File: src/design/bcp_pkg.sv
// Shared types and constants for the box corner projection bounding box core.
// No dependencies.
`timescale 1ns / 1ps
package bcp_pkg;
  localparam int COEF_WORDS = 20;
  localparam int WORLD_BASE = 12;
  localparam logic CMD_LOAD   = 1'b0;
  localparam logic CMD_CORNER = 1'b1;

  typedef struct packed {
    logic mul_en;
    logic acc_en;
    logic acc_clr;
    logic is_const;
  } mac_ctl_t;

  // first store word of each matrix row, in processing order
  function automatic logic [4:0] row_base(input logic [2:0] seq);
    logic [4:0] b;
    case (seq)
      3'd0: b = 5'(WORLD_BASE);
      3'd1: b = 5'(WORLD_BASE + 4);
      3'd2: b = 5'd0;
      3'd3: b = 5'd4;
      default: b = 5'd8;
    endcase
    return b;
  endfunction
endpackage

File: src/design/bcp_mac.sv
// Shared 32x32 multiplier with saturating 64-bit accumulator.
// Depends on bcp_pkg.
`timescale 1ns / 1ps
module bcp_mac
  import bcp_pkg::*;
(
  input  logic               clk,
  input  mac_ctl_t           ctl,
  input  logic signed [31:0] coef,
  input  logic signed [31:0] opnd,
  output logic signed [63:0] acc
);
  logic signed [63:0] prod_w;
  logic signed [63:0] prod_r;
  logic signed [63:0] acc_r;
  logic signed [63:0] base_w;
  logic        [64:0] sum_w;

  function automatic logic signed [63:0] sat_add(input logic signed [63:0] a,
                                                 input logic signed [63:0] b);
    logic [64:0] s;
    s = {a[63], a} + {b[63], b};
    if (s[64] != s[63]) begin
      return s[64] ? 64'sh8000_0000_0000_0000 : 64'sh7FFF_FFFF_FFFF_FFFF;
    end
    return s[63:0];
  endfunction

  assign prod_w = coef * opnd;
  assign base_w = ctl.acc_clr ? 64'sd0 : acc_r;
  assign sum_w  = {1'b0, sat_add(base_w, prod_r)};

  always_ff @(posedge clk) begin
    if (ctl.mul_en) begin
      prod_r <= ctl.is_const ? {{16{coef[31]}}, coef, 16'h0000} : prod_w;
    end
    if (ctl.acc_en) begin
      acc_r <= sum_w[63:0];
    end
  end

  assign acc = acc_r;
endmodule

File: config.mk
export PLATFORM = sky130hd
export DESIGN_NAME = bcp_mac
export DESIGN_NICKNAME = d
export VERILOG_FILES = /design/src/design/bcp_pkg.sv /design/src/design/bcp_mac.sv
export SDC_FILE = /design/constraint.sdc
export NUM_CORES = 2
export LEC_CHECK = 0
export ABC_CLOCK_PERIOD_IN_PS = 25700
export BUFFER_PORTS_ARGS = -buffer_cell sky130_fd_sc_hd__buf_2
export CORE_MARGIN = 2
export CORE_UTILIZATION = 45
export CTS_CLUSTER_SIZE = 16
export DETAILED_ROUTE_END_ITERATION = 8
export HOLD_SLACK_MARGIN = 0.06
export PLACE_DENSITY = 0.73
export SLEW_MARGIN = 25
export SYNTH_ARGS = -nofsm -noshare
export SYNTH_HDL_FRONTEND = slang
export SYNTH_SLANG_ARGS = --single-unit
File: constraint.sdc
create_clock -name clk -period 25.7 [get_ports clk]
set_input_delay 3.855 -clock clk [delete_from_list [all_inputs] [get_ports clk]]
set_output_delay 3.855 -clock clk [all_outputs]
set_load 0.05 [all_outputs]
==> impl_metrics.json <==
{
  "status": "complete, no violations",
  "drtPass1Iterations": 6,
  "critical_path_peak_fanout": 34,
  "drt_iter0_drc": 2404,
  "rr_worst_depth": 14,
  "synthDominantCellAreaShare_pct": 48.0,
  "grt_first_pass_wirelength_mm": 197,
  "fin_util_pct": 47.2,
  "synth_top_area_cell": "fa_1",
  "grt_usage_pct": 24.3,
  "pin_count": 133,
  "clk_path_buf_depth": 2,
  "max_stage_delay_ns": 0.81,
  "ctsResizeCount": 0,
  "cts_buffers": 17,
  "insertion_delay_ns": 0.43,
  "synth-seq-cells": 128,
  "dieArea_sq_um": 103000,
  "antenna_found_initial": 1,
  "synth_area_leaders": "fa_1 48%, edfxtp_1 8.5%, inv_1 8.1%",
  "reg2reg_to": "acc[47]",
  "ctsRootBufferMaster": "clkbuf_16",
  "syn-num-nets": 6206,
  "grt_overflow": 0,
  "totalWireLength_mm": 121,
  "reg2reg_from": "acc[0]",
  "post-route-min-period_ns": 12.12,
  "cts_hold_buffers": 0,
  "area_growth_pct": 4.31,
  "viasPerCell": 5.45,
  "synth_edf_count": 128,
  "finalHoldViolCount": 0,
  "synth_area_per_cell_sq_um": 9.40,
  "synthCells": 4806,
  "die_h_microns": 321,
  "critPathArrivalTime_ns": 12.25,
  "clk_pin_slew_ns": 0.06,
  "syn_area_sq_um": 45200,
  "crit_slowest_cell": "fa_1",
  "final_cell_mix": "1083 x fa_1, 981 x inv_1, 607 x nand2_1",
  "die_w_microns": 321,
  "cp-end-kind": "flip-flop",
  "slew_headroom_pct": 33.9,
  "final-setup-viol-count": 0,
  "drive_gt1_share_pct": 4.66,
  "htreeDepth": 4,
  "rows": 116,
  "diodes": 0,
  "fmax_mhz": 82.5,
  "cpMostUsedCell": "fa_1",
  "cp.required_ns": 25.83,
  "io_buffers": 132,
  "ff2ff_setup_slack_ns": 20.64,
  "cts_setup_buffers": 0,
  "whs_path_depth": 3,
  "wire_per_inst_microns": 20.0,
  "core_sq_um": 99900,
  "rsz0062_at_grt": "no",
  "yosysWarningCount": 0,
  "start_util_pct": 45.2,
  "ys.flop_type": "edfxtp_1",
  "tns_ns": 0,
  "post-route-period-util_pct": 47.2,
  "layout_commonest_cell": "fa_1",
  "worst_pin_slew_ns": 0.991,
  "cts.sinks": 128,
  "ant_nets": 0,
  "drv_cap": 0,
  "cts_tree": "yes",
  "dp_hpwl_mm": 95.2,
  "worst-setup-path-type": "input pin to flip-flop",
  "grt_max_degree": 112,
  "min-delay-start": "prod_r[0]",
  "finalWeightedCongestion": 0.912,
  "vias": 32803,
  "synthArstFlopShare_pct": 0,
  "hp-class": "flip-flop to flip-flop",
  "grt_pass1_vias": 36256,
  "drv_slew": 0,
  "worst_setup_path_start_kind": "input pin",
  "drc_errors": 0,
  "nets": 6107,
  "whs_endpoint": "acc[0]",
  "yosysSeqAreaShare_pct": 8.51,
  "finClkSkew_ns": 0.00672,
  "yosysUniqueCellTypes": 83
}
## through the flow
stage | cell area (sq um) | hold slack [ns] | worst slack, ns | cells
after floorplan | 45200 | 0.669 | 14.13 | 4806
after global placement | 46500 | 0.804 | 13.33 | 5986
after detailed placement | 46500 | 0.834 | 13.13 | 5986
after CTS | 47100 | 0.849 | 13.58 | 6018
after global routing | 47100 | 0.890 | 12.99 | 6018
final | 47100 | 0.857 | 13.58 | 6018
## final cells by class
class / instances / area [sq um]
well taps: 1298 / 1620
inverters: 981 / 3680
flip-flops and latches: 128 / 3840
clock buffers: 17 / 425
clock inverters: 15 / 169
repair buffers: 147 / 776
fillers: 9241 / 52700
multi-input cells: 3432 / 36600
## logic make-up (layout without fill, tap and decap cells)
family	after synthesis	count (layout)	synth area share, %
AO/OA/AOI/OAI	518	518	7.32
XOR/XNOR	122	122	2.36
buffers and inverters	1246	1160	10.5
multiplexers	2	2	0.0471
adder cells (fa/ha/maj)	1338	1338	55.0
flip-flops	128	128	8.51
AND/OR/NAND/NOR	1452	1452	16.3
## layer usage
metal  GRT usage (%)  share of wire, %  wire length, microns  vias to the layer above
li1                -                 -                     -                    14278
met1            30.2                39                 46900                    16885
met2            42.9                50                 60500                     1293
met3            2.76               5.9                  7100                      347
met4            10.5               5.1                  6110                        0
met5               0                 0                     0                        -
## critical path: cells and delay by family
kind | cells | cell delay [ns]
and+or+nand+nor | 3 | 0.94
muxes | 1 | 0.23
buffers and inverters | 8 | 1.74
AOI/OAI and AO/OA | 4 | 0.80
adders and majority gates | 9 | 4.66
## state kept, by name, indices dropped and copies added (netlist names)
register / cells
acc: 64
prod_r: 64
## Yosys cell counts (4+ instances only)
cell type / n
xnor2_1: 80
o31ai_1: 9
a21oi_2: 12
nor4_1: 6
or3_1: 8
o21ai_1: 7
edfxtp_1: 128
inv_1: 981
clkbuf_1: 245
a31oi_1: 20
nor2_1: 95
and3_1: 16
nand2b_1: 27
maj3_2: 4
buf_2: 9
a21oi_1: 158
or2_2: 7
o21a_1: 15
a21o_1: 74
nor3b_1: 5
o211ai_1: 12
fa_1: 1083
nand3_1: 24
o22ai_1: 4
nand4_1: 27
a22oi_1: 4
o21ai_0: 113
ha_1: 248
a211oi_1: 17
nand2_1: 607
nor2b_1: 79
a21boi_0: 7
o21bai_1: 23
a221oi_1: 6
nor3_1: 18
buf_6: 6
xor2_1: 42
and2_1: 514
## worst max-delay path by stage
stage	from	to	depth (start not counted)
2_1_floorplan	coef[31]	prod_r[60]	25
3_3_place_gp	coef[31]	prod_r[63]	27
3_5_place_dp	coef[31]	prod_r[60]	25
4_1_cts	coef[31]	prod_r[60]	25
5_1_grt	coef[31]	prod_r[63]	27
6_report	coef[31]	prod_r[60]	25
Power is not shown: default switching activity piles up to over one toggle a cycle in this logic, so the estimate is an artifact.
